**src/hw/rtl/sha1bsh_pkg.sv**
```systemverilog
// ----------------------------------------------------------------------------
// SHA-1 byte stream hasher package
// Shared types and constants of the hasher modules.
// ----------------------------------------------------------------------------
package sha1bsh_pkg;

  typedef struct packed {
    logic [7:0] data_byte;
    logic       has_byte;
    logic       end_of_message;
  } item_t;

  typedef struct packed {
    logic [159:0] words;
    logic         too_long;
  } digest_t;

  localparam logic [31:0] H0 = 32'h6745_2301;
  localparam logic [31:0] H1 = 32'hEFCD_AB89;
  localparam logic [31:0] H2 = 32'h98BA_DCFE;
  localparam logic [31:0] H3 = 32'h1032_5476;
  localparam logic [31:0] H4 = 32'hC3D2_E1F0;

  localparam logic [31:0] K0 = 32'h5A82_7999;
  localparam logic [31:0] K1 = 32'h6ED9_EBA1;
  localparam logic [31:0] K2 = 32'h8F1B_BCDC;
  localparam logic [31:0] K3 = 32'hCA62_C1D6;

  localparam logic [7:0]  PadByte   = 8'h80;
  localparam logic [63:0] CountMax  = 64'hFFFF_FFFF_FFFF_FFF8;
  localparam logic [5:0]  LenPos    = 6'd56;
  localparam logic [5:0]  LastPos   = 6'd63;
  localparam logic [6:0]  LastRound = 7'd79;
  localparam logic [2:0]  LastWord  = 3'd4;

  function automatic logic [31:0] round_k(input logic [6:0] t);
    logic [31:0] k;
    if (t < 7'd20) begin
      k = K0;
    end else if (t < 7'd40) begin
      k = K1;
    end else if (t < 7'd60) begin
      k = K2;
    end else begin
      k = K3;
    end
    return k;
  endfunction

  function automatic logic [31:0] round_f(input logic [6:0] t, input logic [31:0] b,
                                          input logic [31:0] c, input logic [31:0] d);
    logic [31:0] f;
    if (t < 7'd20) begin
      f = (b & c) | (~b & d);
    end else if (t < 7'd40) begin
      f = b ^ c ^ d;
    end else if (t < 7'd60) begin
      f = (b & c) | (b & d) | (c & d);
    end else begin
      f = b ^ c ^ d;
    end
    return f;
  endfunction

endpackage

```
**src/hw/rtl/sha1bsh_front.sv**
```systemverilog
// ----------------------------------------------------------------------------
// SHA-1 hasher front end
// Two-entry input queue that drops items carrying neither a byte nor an end.
// ----------------------------------------------------------------------------
module sha1bsh_front (
  input  logic                clk_i,
  input  logic                rst_ni,
  input  logic                push_i,
  output logic                full_o,
  input  sha1bsh_pkg::item_t  item_i,
  output logic                item_valid_o,
  input  logic                item_ready_i,
  output sha1bsh_pkg::item_t  item_o
);
  import sha1bsh_pkg::*;

  item_t      mem_q [2];
  logic       wr_q;
  logic       rd_q;
  logic [1:0] cnt_q;
  logic       wr_en;
  logic       rd_en;

  assign full_o       = (cnt_q == 2'd2);
  assign item_valid_o = (cnt_q != 2'd0);
  assign item_o       = mem_q[rd_q];
  assign wr_en        = push_i && !full_o && (item_i.has_byte || item_i.end_of_message);
  assign rd_en        = item_valid_o && item_ready_i;

  always_ff @(posedge clk_i) begin
    if (wr_en) begin
      mem_q[wr_q] <= item_i;
    end
  end

  always_ff @(posedge clk_i or negedge rst_ni) begin
    if (!rst_ni) begin
      wr_q  <= 1'b0;
      rd_q  <= 1'b0;
      cnt_q <= 2'd0;
    end else begin
      if (wr_en) begin
        wr_q <= ~wr_q;
      end
      if (rd_en) begin
        rd_q <= ~rd_q;
      end
      cnt_q <= cnt_q + {1'b0, wr_en} - {1'b0, rd_en};
    end
  end

  a_cnt_range: assert property (@(posedge clk_i) disable iff (!rst_ni)
    cnt_q != 2'd3) else $error("Input queue count out of range.");
  a_ptr_match: assert property (@(posedge clk_i) disable iff (!rst_ni)
    (cnt_q == 2'd0 || cnt_q == 2'd2) |-> (wr_q == rd_q))
    else $error("Input queue pointers disagree with count.");
  a_no_drop: assert property (@(posedge clk_i) disable iff (!rst_ni)
    (wr_en && !rd_en) |=> (cnt_q == $past(cnt_q) + 2'd1))
    else $error("Input queue lost a transaction.");

endmodule

```
**src/hw/rtl/sha1bsh_core.sv**
```systemverilog
// ----------------------------------------------------------------------------
// SHA-1 hasher core
// Block buffer, padding sequencer and one-round-per-cycle compression.
// ----------------------------------------------------------------------------
module sha1bsh_core (
  input  logic                 clk_i,
  input  logic                 rst_ni,
  input  logic                 item_valid_i,
  output logic                 item_ready_o,
  input  sha1bsh_pkg::item_t   item_i,
  output logic                 dig_valid_o,
  input  logic                 dig_ready_i,
  output sha1bsh_pkg::digest_t dig_o
);
  import sha1bsh_pkg::*;

  localparam logic [2:0] S_LOAD  = 3'd0;
  localparam logic [2:0] S_PAD   = 3'd1;
  localparam logic [2:0] S_ROUND = 3'd2;
  localparam logic [2:0] S_ADD   = 3'd3;
  localparam logic [2:0] S_EMIT  = 3'd4;

  logic [2:0]   state_q;
  logic [2:0]   state_d;
  logic [511:0] blk_q;
  logic [5:0]   pos_q;
  logic [63:0]  bitcnt_q;
  logic [63:0]  len_q;
  logic         ovf_q;
  logic         padreq_q;
  logic         first_q;
  logic         lenmode_q;
  logic         fin_q;
  logic [6:0]   round_q;
  logic [31:0]  h_q [5];
  logic [31:0]  a_q, b_q, c_q, d_q, e_q;

  logic         push_en;
  logic [7:0]   push_byte;
  logic         len_byte;
  logic [63:0]  bitcnt_nx;
  logic [31:0]  w_new;
  logic [31:0]  t_sum;
  logic         take;
  logic         emit;

  assign item_ready_o = (state_q == S_LOAD);
  assign take         = item_valid_i && item_ready_o;
  assign dig_valid_o  = (state_q == S_EMIT);
  assign emit         = dig_valid_o && dig_ready_i;
  assign dig_o.words  = {h_q[0], h_q[1], h_q[2], h_q[3], h_q[4]};
  assign dig_o.too_long = ovf_q;

  assign len_byte  = !first_q && (lenmode_q || pos_q == LenPos);
  assign bitcnt_nx = bitcnt_q + 64'd8;

  always_comb begin
    push_en   = 1'b0;
    push_byte = 8'h00;
    if (state_q == S_LOAD) begin
      push_en   = take && item_i.has_byte;
      push_byte = item_i.data_byte;
    end else if (state_q == S_PAD) begin
      push_en = 1'b1;
      if (first_q) begin
        push_byte = PadByte;
      end else if (len_byte) begin
        push_byte = len_q[63:56];
      end else begin
        push_byte = 8'h00;
      end
    end
  end

  assign w_new = {blk_q[95:64] ^ blk_q[255:224] ^ blk_q[447:416] ^ blk_q[511:480]}
                 << 1 | {31'd0, (blk_q[95] ^ blk_q[255] ^ blk_q[447] ^ blk_q[511])};
  assign t_sum = {a_q[26:0], a_q[31:27]} + round_f(round_q, b_q, c_q, d_q) + e_q
                 + round_k(round_q) + blk_q[511:480];

  always_comb begin
    state_d = state_q;
    case (state_q)
      S_LOAD: begin
        if (take) begin
          if (item_i.has_byte && pos_q == LastPos) begin
            state_d = S_ROUND;
          end else if (item_i.end_of_message) begin
            state_d = S_PAD;
          end
        end
      end
      S_PAD: begin
        if (pos_q == LastPos) begin
          state_d = S_ROUND;
        end
      end
      S_ROUND: begin
        if (round_q == LastRound) begin
          state_d = S_ADD;
        end
      end
      S_ADD: begin
        if (fin_q) begin
          state_d = S_EMIT;
        end else if (padreq_q) begin
          state_d = S_PAD;
        end else begin
          state_d = S_LOAD;
        end
      end
      S_EMIT: begin
        if (dig_ready_i) begin
          state_d = S_LOAD;
        end
      end
      default: state_d = S_LOAD;
    endcase
  end

  always_ff @(posedge clk_i) begin
    if (push_en) begin
      blk_q <= {blk_q[503:0], push_byte};
    end else if (state_q == S_ROUND) begin
      blk_q <= {blk_q[479:0], w_new};
    end
    if (state_q == S_ROUND) begin
      a_q <= t_sum;
      b_q <= a_q;
      c_q <= {b_q[1:0], b_q[31:2]};
      d_q <= c_q;
      e_q <= d_q;
    end else begin
      a_q <= h_q[0];
      b_q <= h_q[1];
      c_q <= h_q[2];
      d_q <= h_q[3];
      e_q <= h_q[4];
    end
  end

  always_ff @(posedge clk_i or negedge rst_ni) begin
    if (!rst_ni) begin
      state_q   <= S_LOAD;
      pos_q     <= 6'd0;
      bitcnt_q  <= 64'd0;
      len_q     <= 64'd0;
      ovf_q     <= 1'b0;
      padreq_q  <= 1'b0;
      first_q   <= 1'b0;
      lenmode_q <= 1'b0;
      fin_q     <= 1'b0;
      round_q   <= 7'd0;
      h_q[0]    <= H0;
      h_q[1]    <= H1;
      h_q[2]    <= H2;
      h_q[3]    <= H3;
      h_q[4]    <= H4;
    end else begin
      state_q <= state_d;
      if (push_en) begin
        pos_q <= pos_q + 6'd1;
      end
      if (take && item_i.has_byte) begin
        bitcnt_q <= bitcnt_nx;
        if (bitcnt_q >= CountMax) begin
          ovf_q <= 1'b1;
        end
      end
      if (take && item_i.end_of_message) begin
        padreq_q <= 1'b1;
        first_q  <= 1'b1;
        len_q    <= item_i.has_byte ? bitcnt_nx : bitcnt_q;
      end
      if (state_q == S_PAD) begin
        first_q <= 1'b0;
        if (len_byte) begin
          lenmode_q <= 1'b1;
          len_q     <= {len_q[55:0], 8'h00};
          if (pos_q == LastPos) begin
            padreq_q <= 1'b0;
            fin_q    <= 1'b1;
          end
        end
      end
      if (state_q == S_ROUND) begin
        round_q <= round_q + 7'd1;
      end else begin
        round_q <= 7'd0;
      end
      if (state_q == S_ADD) begin
        h_q[0] <= h_q[0] + a_q;
        h_q[1] <= h_q[1] + b_q;
        h_q[2] <= h_q[2] + c_q;
        h_q[3] <= h_q[3] + d_q;
        h_q[4] <= h_q[4] + e_q;
      end
      if (emit) begin
        h_q[0]    <= H0;
        h_q[1]    <= H1;
        h_q[2]    <= H2;
        h_q[3]    <= H3;
        h_q[4]    <= H4;
        bitcnt_q  <= 64'd0;
        ovf_q     <= 1'b0;
        fin_q     <= 1'b0;
        lenmode_q <= 1'b0;
      end
    end
  end

  a_round_end: assert property (@(posedge clk_i) disable iff (!rst_ni)
    (state_q == S_ROUND && round_q == LastRound) |=> (state_q == S_ADD))
    else $error("Compression did not end after the last round.");
  a_emit_clean: assert property (@(posedge clk_i) disable iff (!rst_ni)
    emit |=> (pos_q == 6'd0 && bitcnt_q == 64'd0 && !ovf_q && !padreq_q))
    else $error("State not cleared after a digest transaction.");
  a_fin_excl: assert property (@(posedge clk_i) disable iff (!rst_ni)
    fin_q |-> !padreq_q) else $error("Finish and pad request both set.");
  a_pad_pos: assert property (@(posedge clk_i) disable iff (!rst_ni)
    (state_q == S_EMIT) |-> (pos_q == 6'd0))
    else $error("Digest offered with a partial block.");

endmodule

```
**src/hw/rtl/sha1bsh_out.sv**
```systemverilog
// ----------------------------------------------------------------------------
// SHA-1 hasher result stage
// Holds one digest and hands it out as five words, most significant first.
// ----------------------------------------------------------------------------
module sha1bsh_out (
  input  logic                 clk_i,
  input  logic                 rst_ni,
  input  logic                 dig_valid_i,
  output logic                 dig_ready_o,
  input  sha1bsh_pkg::digest_t dig_i,
  output logic                 empty_o,
  input  logic                 pop_i,
  output logic [31:0]          digest_word_o,
  output logic [2:0]           word_index_o,
  output logic                 last_word_o,
  output logic                 too_long_o
);
  import sha1bsh_pkg::*;

  logic [159:0] words_q;
  logic         too_long_q;
  logic [2:0]   idx_q;
  logic         busy_q;
  logic         take;

  assign dig_ready_o   = !busy_q;
  assign empty_o       = !busy_q;
  assign take          = pop_i && busy_q;
  assign digest_word_o = words_q[159:128];
  assign word_index_o  = idx_q;
  assign last_word_o   = (idx_q == LastWord);
  assign too_long_o    = too_long_q;

  always_ff @(posedge clk_i) begin
    if (dig_valid_i && dig_ready_o) begin
      words_q    <= dig_i.words;
      too_long_q <= dig_i.too_long;
    end else if (take) begin
      words_q <= {words_q[127:0], 32'd0};
    end
  end

  always_ff @(posedge clk_i or negedge rst_ni) begin
    if (!rst_ni) begin
      busy_q <= 1'b0;
      idx_q  <= 3'd0;
    end else begin
      if (dig_valid_i && dig_ready_o) begin
        busy_q <= 1'b1;
        idx_q  <= 3'd0;
      end else if (take) begin
        idx_q <= idx_q + 3'd1;
        if (idx_q == LastWord) begin
          busy_q <= 1'b0;
        end
      end
    end
  end

  a_idx_range: assert property (@(posedge clk_i) disable iff (!rst_ni)
    busy_q |-> (idx_q <= LastWord)) else $error("Word index out of range.");
  a_last_frees: assert property (@(posedge clk_i) disable iff (!rst_ni)
    (take && idx_q == LastWord) |=> !busy_q)
    else $error("Result stage held after the last word.");
  a_load_start: assert property (@(posedge clk_i) disable iff (!rst_ni)
    (dig_valid_i && dig_ready_o) |=> (busy_q && idx_q == 3'd0))
    else $error("Digest load did not start at word zero.");

endmodule

```
**src/hw/rtl/sha1_byte_stream_hasher_unit.sv**
```systemverilog
// ----------------------------------------------------------------------------
// SHA-1 byte stream hasher
// Hashes a byte stream and returns each digest as five 32-bit words.
// ----------------------------------------------------------------------------
// Bytes enter through a two-entry queue and move into the block buffer at one
// per cycle while the core is loading. Every full 64-byte block then passes
// through the single compression round unit (80 rounds and the chaining add),
// during which no bytes are taken. An end marker adds 9 to 72 padding bytes
// and one or two compressions, after which the five digest words are offered,
// word 0 first, one per pop transaction. The next message can start while
// the digest words are being drained.
module sha1_byte_stream_hasher_unit (
  input  logic        clk_i,
  input  logic        rst_ni,
  input  logic        push,
  output logic        full,
  input  logic [7:0]  data_byte_i,
  input  logic        has_byte_i,
  input  logic        end_of_message_i,
  output logic        empty,
  input  logic        pop,
  output logic [31:0] digest_word_o,
  output logic [2:0]  word_index_o,
  output logic        last_word_o,
  output logic        too_long_o
);
  import sha1bsh_pkg::*;

  item_t   in_item;
  item_t   q_item;
  logic    q_valid;
  logic    q_ready;
  digest_t dig;
  logic    dig_valid;
  logic    dig_ready;

  assign in_item.data_byte      = data_byte_i;
  assign in_item.has_byte       = has_byte_i;
  assign in_item.end_of_message = end_of_message_i;

  sha1bsh_front u_front (
    .clk_i        (clk_i),
    .rst_ni       (rst_ni),
    .push_i       (push),
    .full_o       (full),
    .item_i       (in_item),
    .item_valid_o (q_valid),
    .item_ready_i (q_ready),
    .item_o       (q_item)
  );

  sha1bsh_core u_core (
    .clk_i        (clk_i),
    .rst_ni       (rst_ni),
    .item_valid_i (q_valid),
    .item_ready_o (q_ready),
    .item_i       (q_item),
    .dig_valid_o  (dig_valid),
    .dig_ready_i  (dig_ready),
    .dig_o        (dig)
  );

  sha1bsh_out u_out (
    .clk_i         (clk_i),
    .rst_ni        (rst_ni),
    .dig_valid_i   (dig_valid),
    .dig_ready_o   (dig_ready),
    .dig_i         (dig),
    .empty_o       (empty),
    .pop_i         (pop),
    .digest_word_o (digest_word_o),
    .word_index_o  (word_index_o),
    .last_word_o   (last_word_o),
    .too_long_o    (too_long_o)
  );

endmodule

```
**config.mk**
```make
export PLATFORM = sky130hd
export DESIGN_NAME = sha1_byte_stream_hasher_unit
export DESIGN_NICKNAME = d
export VERILOG_FILES = /design/src/hw/rtl/sha1bsh_pkg.sv /design/src/hw/rtl/sha1bsh_front.sv /design/src/hw/rtl/sha1bsh_core.sv /design/src/hw/rtl/sha1bsh_out.sv /design/src/hw/rtl/sha1_byte_stream_hasher_unit.sv
export SDC_FILE = /design/constraint.sdc
export NUM_CORES = 2
export LEC_CHECK = 0
export ABC_CLOCK_PERIOD_IN_PS = 23700
export BUFFER_PORTS_ARGS = -buffer_cell sky130_fd_sc_hd__buf_2
export CAP_MARGIN = 10
export CORE_UTILIZATION = 50
export DETAILED_ROUTE_END_ITERATION = 7
export GPL_TIMING_DRIVEN = 0
export PLACE_DENSITY = 0.65
export SLEW_MARGIN = 20
export SYNTH_ARGS = -nofsm -noshare
export SYNTH_HDL_FRONTEND = slang
export SYNTH_SLANG_ARGS = --single-unit
```
**constraint.sdc**
```tcl
create_clock -name clk_i -period 23.7 [get_ports clk_i]
set_input_delay 4.74 -clock clk_i [delete_from_list [all_inputs] [get_ports clk_i]]
set_output_delay 4.74 -clock clk_i [all_outputs]
set_load 0.01 [all_outputs]
```
# Yosys cells after proc, flatten, opt, wreduce, memory -nomap -nowiden
# Memories as Yosys holds them, arrays and structs flattened.
# Index checks and enable logic that the tools add are counted.
dict set report word_totals {
  reg_bits 1150
  latchBits 0
  ram_bits 20
  romBits 0
  input_bits 14
  out_inout_bits 39
  elab_cells 174
  n_memories 1
}
dict set report op_classes {
  add_sub_neg 15
  mul 0
  n_div 0
  magnitude_cmp 4
  n_eq_ne 14
  shift 0
  mux 62
  n_bitwise 19
  reduce_logical 31
}
# memory words word_bits rd rd_ports_with_merged_regs write_ports line_no
set memory_table {}
lappend memory_table {u_front.mem_q 2 10 1 0 1 sha1bsh_front.sv:17} ;# item_t mem_q [2];
# op n
set op_table {}
lappend op_table {{two-way mux 512 bit} 2}
lappend op_table {{two-way mux 160 bit} 4}
lappend op_table {{two-way mux 64 bit} 6}
lappend op_table {{two-way mux 32 bit} 10}
lappend op_table {{adder 32 bit} 9}
lappend op_table {{bitwise AND 32 bit} 4}
lappend op_table {{OR 32 bit} 3}
lappend op_table {{XOR 31 bit} 3}
lappend op_table {{adder 64 x 4 -> 64 bit (second input constant)} 1}
lappend op_table {{>= comparator 64 bit (second input constant)} 1}
lappend op_table {{XOR 32 bit} 2}
lappend op_table {{two-way mux 8 bit} 4}
lappend op_table {{NOT 32 bit} 1}
lappend op_table {{OR 32 x 1 -> 32 bit} 1}
lappend op_table {{two-way mux 31 bit} 1}
lappend op_table {{two-way mux 3 bit} 9}
lappend op_table {{two-way mux 1 bit} 24}
lappend op_table {{nonzero test 2 bit} 11}
lappend op_table {{one-hot mux 3 bit (5 select lines)} 1}
lappend op_table {{less-than comparator 7 x 6 -> 1 bit (second input constant)} 2}
lappend op_table {{equality test 6 bit (second input constant)} 2}
lappend op_table {{logical AND 1 bit} 9}
lappend op_table {{adder 7 x 1 -> 7 bit (second input constant)} 1}
lappend op_table {{equality test 7 bit (second input constant)} 1}
lappend op_table {{other kinds (21)} 33}

# Logic depth before layout (Yosys ltp)
dict set report depth {
  ltp_word 11
  ltp_mapped 28
  depth_no_buf 26
}

# Cells and area by module
# From an unflattened synthesis, not the netlist that was laid out.
dict set report hier_totals {
  cells_unflattened 6444
  area_unflattened_um2 62710.1
}
# module n_inst cells_per_inst area_per_inst_um2 seq_area_each_um2
set modules_own_cells {}
lappend modules_own_cells {sha1bsh_core 1 5998 54169.5 26335.3}
lappend modules_own_cells {sha1bsh_out 1 395 7587.3 4934.7}
lappend modules_own_cells {sha1bsh_front 1 51 953.4 700.7}

# Least setup slack after synthesis
# OpenSTA, ideal clock, no wires.
dict set report synth_path {
  kind {flip-flop to flip-flop}
  from {register u_front.cnt_q[1]}
  to {register u_core.blk_q[0] (enable)}
  setup_time_ns 3.632
  arrival_ns 9.928
  required_time_ns 20.068
  path_slack_ns 10.139
  stages_incl_launch_ff 7
  n_path_buf 2
  period_less_slack_ns 13.561
  path_cell_list {dfrtp_1 o21ai_0 nor2_1 nor2_1 clkbuf_1 clkbuf_1 nand2_1}
}
dict set report synth_between {
  elab_chain_cells 5
}
# element line_no
set synth_rtl {}
lappend synth_rtl {{start: declaration} sha1bsh_front.sv:20} ;# logic [1:0] cnt_q;
lappend synth_rtl {{start signal: assignment} sha1bsh_front.sv:48} ;# cnt_q <= cnt_q + {1'b0, wr_en} - {1'b0, rd_en};
lappend synth_rtl {{nonzero test 2 bit} sha1bsh_front.sv:25} ;# assign item_valid_o = (cnt_q != 2'd0);
lappend synth_rtl {{logical AND 1 bit} sha1bsh_core.sv:48} ;# assign take = item_valid_i && item_ready_o;
lappend synth_rtl {{logical AND 1 bit} sha1bsh_core.sv:61} ;# push_en = take && item_i.has_byte;
lappend synth_rtl {{two-way mux 1 bit} sha1bsh_core.sv:60} ;# if (state_q == S_LOAD) begin
lappend synth_rtl {{nonzero test 2 bit (no source line)} n/a}
lappend synth_rtl {{end signal: assignment} sha1bsh_core.sv:122} ;# blk_q <= {blk_q[503:0], push_byte};
lappend synth_rtl {{end signal: assignment} sha1bsh_core.sv:124} ;# blk_q <= {blk_q[479:0], w_new};
lappend synth_rtl {{end: declaration} sha1bsh_core.sv:25} ;# logic [511:0] blk_q;
# No other way between the ends.
# A chain may end at the register's enable or synchronous reset.

# Final worst setup path
dict set report layout_path {
  from {register u_core.round_q[4]}
  to {register u_core.a_q[29]}
}
dict set report layout_between {
  elab_chain_cells 9
  word_cells_on_any_way 14
  cone_classes {4 x add/sub; 3 x order compare; 7 x mux}
}
# element line_no
set layout_rtl {}
lappend layout_rtl {{start: declaration} sha1bsh_core.sv:34} ;# logic [6:0] round_q;
lappend layout_rtl {{start signal: assignment} sha1bsh_core.sv:186} ;# round_q <= round_q + 7'd1;
lappend layout_rtl {{less-than comparator 7 x 6 -> 1 bit} {sha1bsh_pkg.sv:42, sha1bsh_pkg.sv:57}}
lappend layout_rtl {{two-way mux 32 bit} sha1bsh_pkg.sv:57} ;# end else if (t < 7'd60) begin
lappend layout_rtl {{two-way mux 32 bit} sha1bsh_pkg.sv:55} ;# end else if (t < 7'd40) begin
lappend layout_rtl {{two-way mux 32 bit} sha1bsh_pkg.sv:53} ;# if (t < 7'd20) begin
lappend layout_rtl {{adder 32 bit (2 in a row)} sha1bsh_core.sv:77} ;# assign t_sum = {a_q[26:0], a_q[31:27]} + round_f(round_q, b_q, c_q, d_q) + e_q
lappend layout_rtl {{adder 32 bit (*) (2 in a row)} sha1bsh_core.sv:78} ;# + round_k(round_q) + blk_q[511:480];
lappend layout_rtl {{two-way mux 32 bit (*)} sha1bsh_core.sv:126} ;# if (state_q == S_ROUND) begin
lappend layout_rtl {{end signal: assignment} sha1bsh_core.sv:127} ;# a_q <= t_sum;
lappend layout_rtl {{end signal: assignment} sha1bsh_core.sv:133} ;# a_q <= h_q[0];
lappend layout_rtl {{end: declaration} sha1bsh_core.sv:36} ;# logic [31:0] a_q, b_q, c_q, d_q, e_q;
# Every way passes the cells marked *; elsewhere a longest branch is shown, timed or not.

==> impl_metrics.yaml <==
run_status:
  status: "completed"
synthesis:
  synthAdderAreaFrac_pct: 8.581
  synth_top_family_by_area: "simple AND/OR/NAND/NOR gates"
  yosys.area.top_type: "edfxtp_1"
  syn-instance-count: 6727
  synth_compound_area_share_pct: 10.75
  synthSimpleGateAreaFrac_pct: 21.07
  syn-num-nets: 7093
  ys_ff_latch: 1167
  synth.area.top_cells: "edfxtp_1 (33%), nand2_1 (15%), dfrtp_1 (9.4%), dfxtp_1 (5.2%), ha_1 (4.6%)"
  synth_xor_area_share_pct: 4.240
  synth_top_cell_area_share_pct: 33.47
  synthArstFlopShare_pct: 26.91
  synthDistinctLibCells: 91
  syn-cell-area_um2: 62180
  yosys_warnings: 0
  synthMuxAreaShare_pct: 0.3079
  synth-main-ff-cell: "edfxtp_1"
  syn_avg_cell_area_um2: 9.243
  yosysSeqAreaShare_pct: 51.42
  synth_edf_count: 693
clock_tree:
  clock_latency_ns: 0.79
  ctsHoldBuffers: 0
  cts_tree: "yes"
  clk_pin_slew_worst_paths_ns: 0.06
  cts_sinks: 1167
  htree_levels: 4
  post_cts_buffers: 0
  cts_buffers: 133
  clockBufferDepth: 3
  cts_root_buf: "clkbuf_16"
  cts_resized: 0
cells_and_area:
  finalInstanceArea_um2: 69360
  fin_nets: 7298
  area_growth_pct: 11.56
  drive_gt1_share_pct: 6.265
sta:
  slew_violations: 0
  relSlewSlack_pct: 16.46
  setup_viol: 0
  final.period_utilization_pct: 37.45
  hold_violations: 0
  tightestPinTransition_ns: 1.253
  skew_ns: 0.03861
  fin_tns_setup_ns: 0
  max_freq_mhz: 112.7
  period_minus_slack_ns: 8.875
  rsz0062_at_grt: "no"
global_route:
  gr-total-overflow: 0
  antenna_found_initial: 9
  gr-usage-all-layers_pct: 32.54
  grt_pass1_vias: 47460
  grt_pass1_wl_um: 303400
  grt_max_degree: 85
setup_path:
  critPathArrivalTime_ns: 9.48
  crit_type: "flop to flop"
  cp_slowest_cell: "clkbuf_1"
  crit_path_end_kind: "flop"
  crit_family: "compound AO/OA/AOI/OAI gates"
  ff2ff_path_depth: 26
  cp-start-kind: "flop"
  reg2reg_slack_ns: 14.83
  cp_num_buf_inv: 6
  cp.required_ns: 24.31
  max_stage_delay_ns: 0.93
  crit_fanout: 10
  cp.depth: 26
routing:
  drc: 0
  drt-pass1-iter-count: 6
  vias_per_cell: 5.731
  drt_iter0_markers: 5831
  vias: 49740
  ant_nets: 0
  wl_per_cell_um: 23.58
  totalWireLength_um: 204700
floorplan:
  rows: 129
  coreArea_um2: 123500
  fp.dieW_um: 354.6
  start_util_pct: 50.36
  die_h_um: 354.6
  pin_count: 53
  fp.dieArea_um2: 125800
run:
  drv_cap: 0
placed_design:
  portBuffers: 52
  place_area_um2: 65000
  hpwl_um: 154100
  gp_congestion: 0.9893
min_path:
  hold_class: "flop to flop"
  min_path_cells: 1
[registers in the layout, indices dropped and copies added (netlist names), 20 cells and up]
name and count:
u_core.len_q 64, u_core.bitcnt_q 61, u_core.dig_o 160, u_core.b_q 32, u_core.d_q 32, u_out.words_q 160
u_core.a_q 32, u_front.mem_q 20, u_core.c_q 32, u_core.e_q 32, u_core.blk_q 512
[metrics by stage]
step / util, % / cells / hold slack [ns] / setup WS [ns]
2_1_floorplan: - / 6727 / 0.4258 / 10.14
3_3_place_gp: 52.23 / 8416 / 0.4545 / 3.298
3_5_place_dp: 52.64 / 8434 / 0.4640 / 15.02
4_1_cts: 56.16 / 8676 / 0.4647 / 14.99
5_1_grt: 56.17 / 8679 / 0.4784 / 14.50
6_report: 56.18 / 8680 / 0.4649 / 14.83
[layer usage]
layer  GRT usage, %  up-vias  routed length (um)
li1               -    23080                   -
met5              0        -                   0
met2          49.46     2296               90470
met1          45.05    23910               85770
met4          15.54        0               10180
met3          5.995      453               18280
[Yosys cell counts (all sizes together) (30+ instances only)]
library cell and instances:
a211oi 36, a31oi 43, ha 228, a21o 76
nand2 2562, and2 48, buf 52, xor2 103
dfxtp 160, inv 210, xnor2 198, o31ai 36
clkbuf 299, nor2b 54, o21ai 457, nand3 97
fa 124, o211ai 48, edfxtp 693, dfrtp 234
and3 44, or3 35, dfstp 80, nor2 234
nor3 45, nand2b 30, a21oi 257
[cell usage in the layout, fill, tap and decap left out, types with 44 or more instances in the layout]
cell,instances
edfxtp_1,693
nor2_1,231
clkbuf_1,326
clkbuf_16,138
o21ai_0,441
fa_1,124
nand2_1,2558
nor2b_1,54
a21oi_1,257
xor2_1,103
dfstp_2,80
xnor2_1,198
buf_2,58
dfrtp_1,234
nand3_1,95
o211ai_1,47
and3_1,44
inv_1,210
and2_1,47
a21o_1,76
dfxtp_1,160
ha_1,228
[logic make-up after synthesis]
| family | after synthesis |
|---|---|
| AND/OR/NAND/NOR | 3216 |
| flip-flops | 1167 |
| AO/OA/AOI/OAI | 1111 |
| buffers and inverters | 562 |
| adder cells (fa/ha/maj) | 352 |
| XOR/XNOR | 301 |
| multiplexers | 18 |
[final timing paths]
check / from / endpoint
hold reg to reg: u_core.round_q[0] / u_core.round_q[0]
hold / removal: u_core.round_q[0] / u_core.round_q[0]
setup / recovery: u_core.round_q[4] / u_core.a_q[29]
min in group asynchronous: rst_ni / u_core.dig_o[90]
setup reg to reg: u_core.round_q[4] / u_core.a_q[29]
max in group asynchronous: rst_ni / u_core.len_q[49]
[layout make-up]
cell class,instances,area (um2)
repair buffers,70,745.7
fillers,11150,54110
well taps,1637,2048
inverters,211,792.0
clock buffers,185,3720
plain buffers,351,1479
multi-input cells,4998,27970
flip-flops and latches,1167,31970
diodes,4,10.01
clock inverters,57,629.4
Power is left out: the tool's default activity adds up to more than one toggle a clock period on the data nets, which glitch-free logic cannot reach.
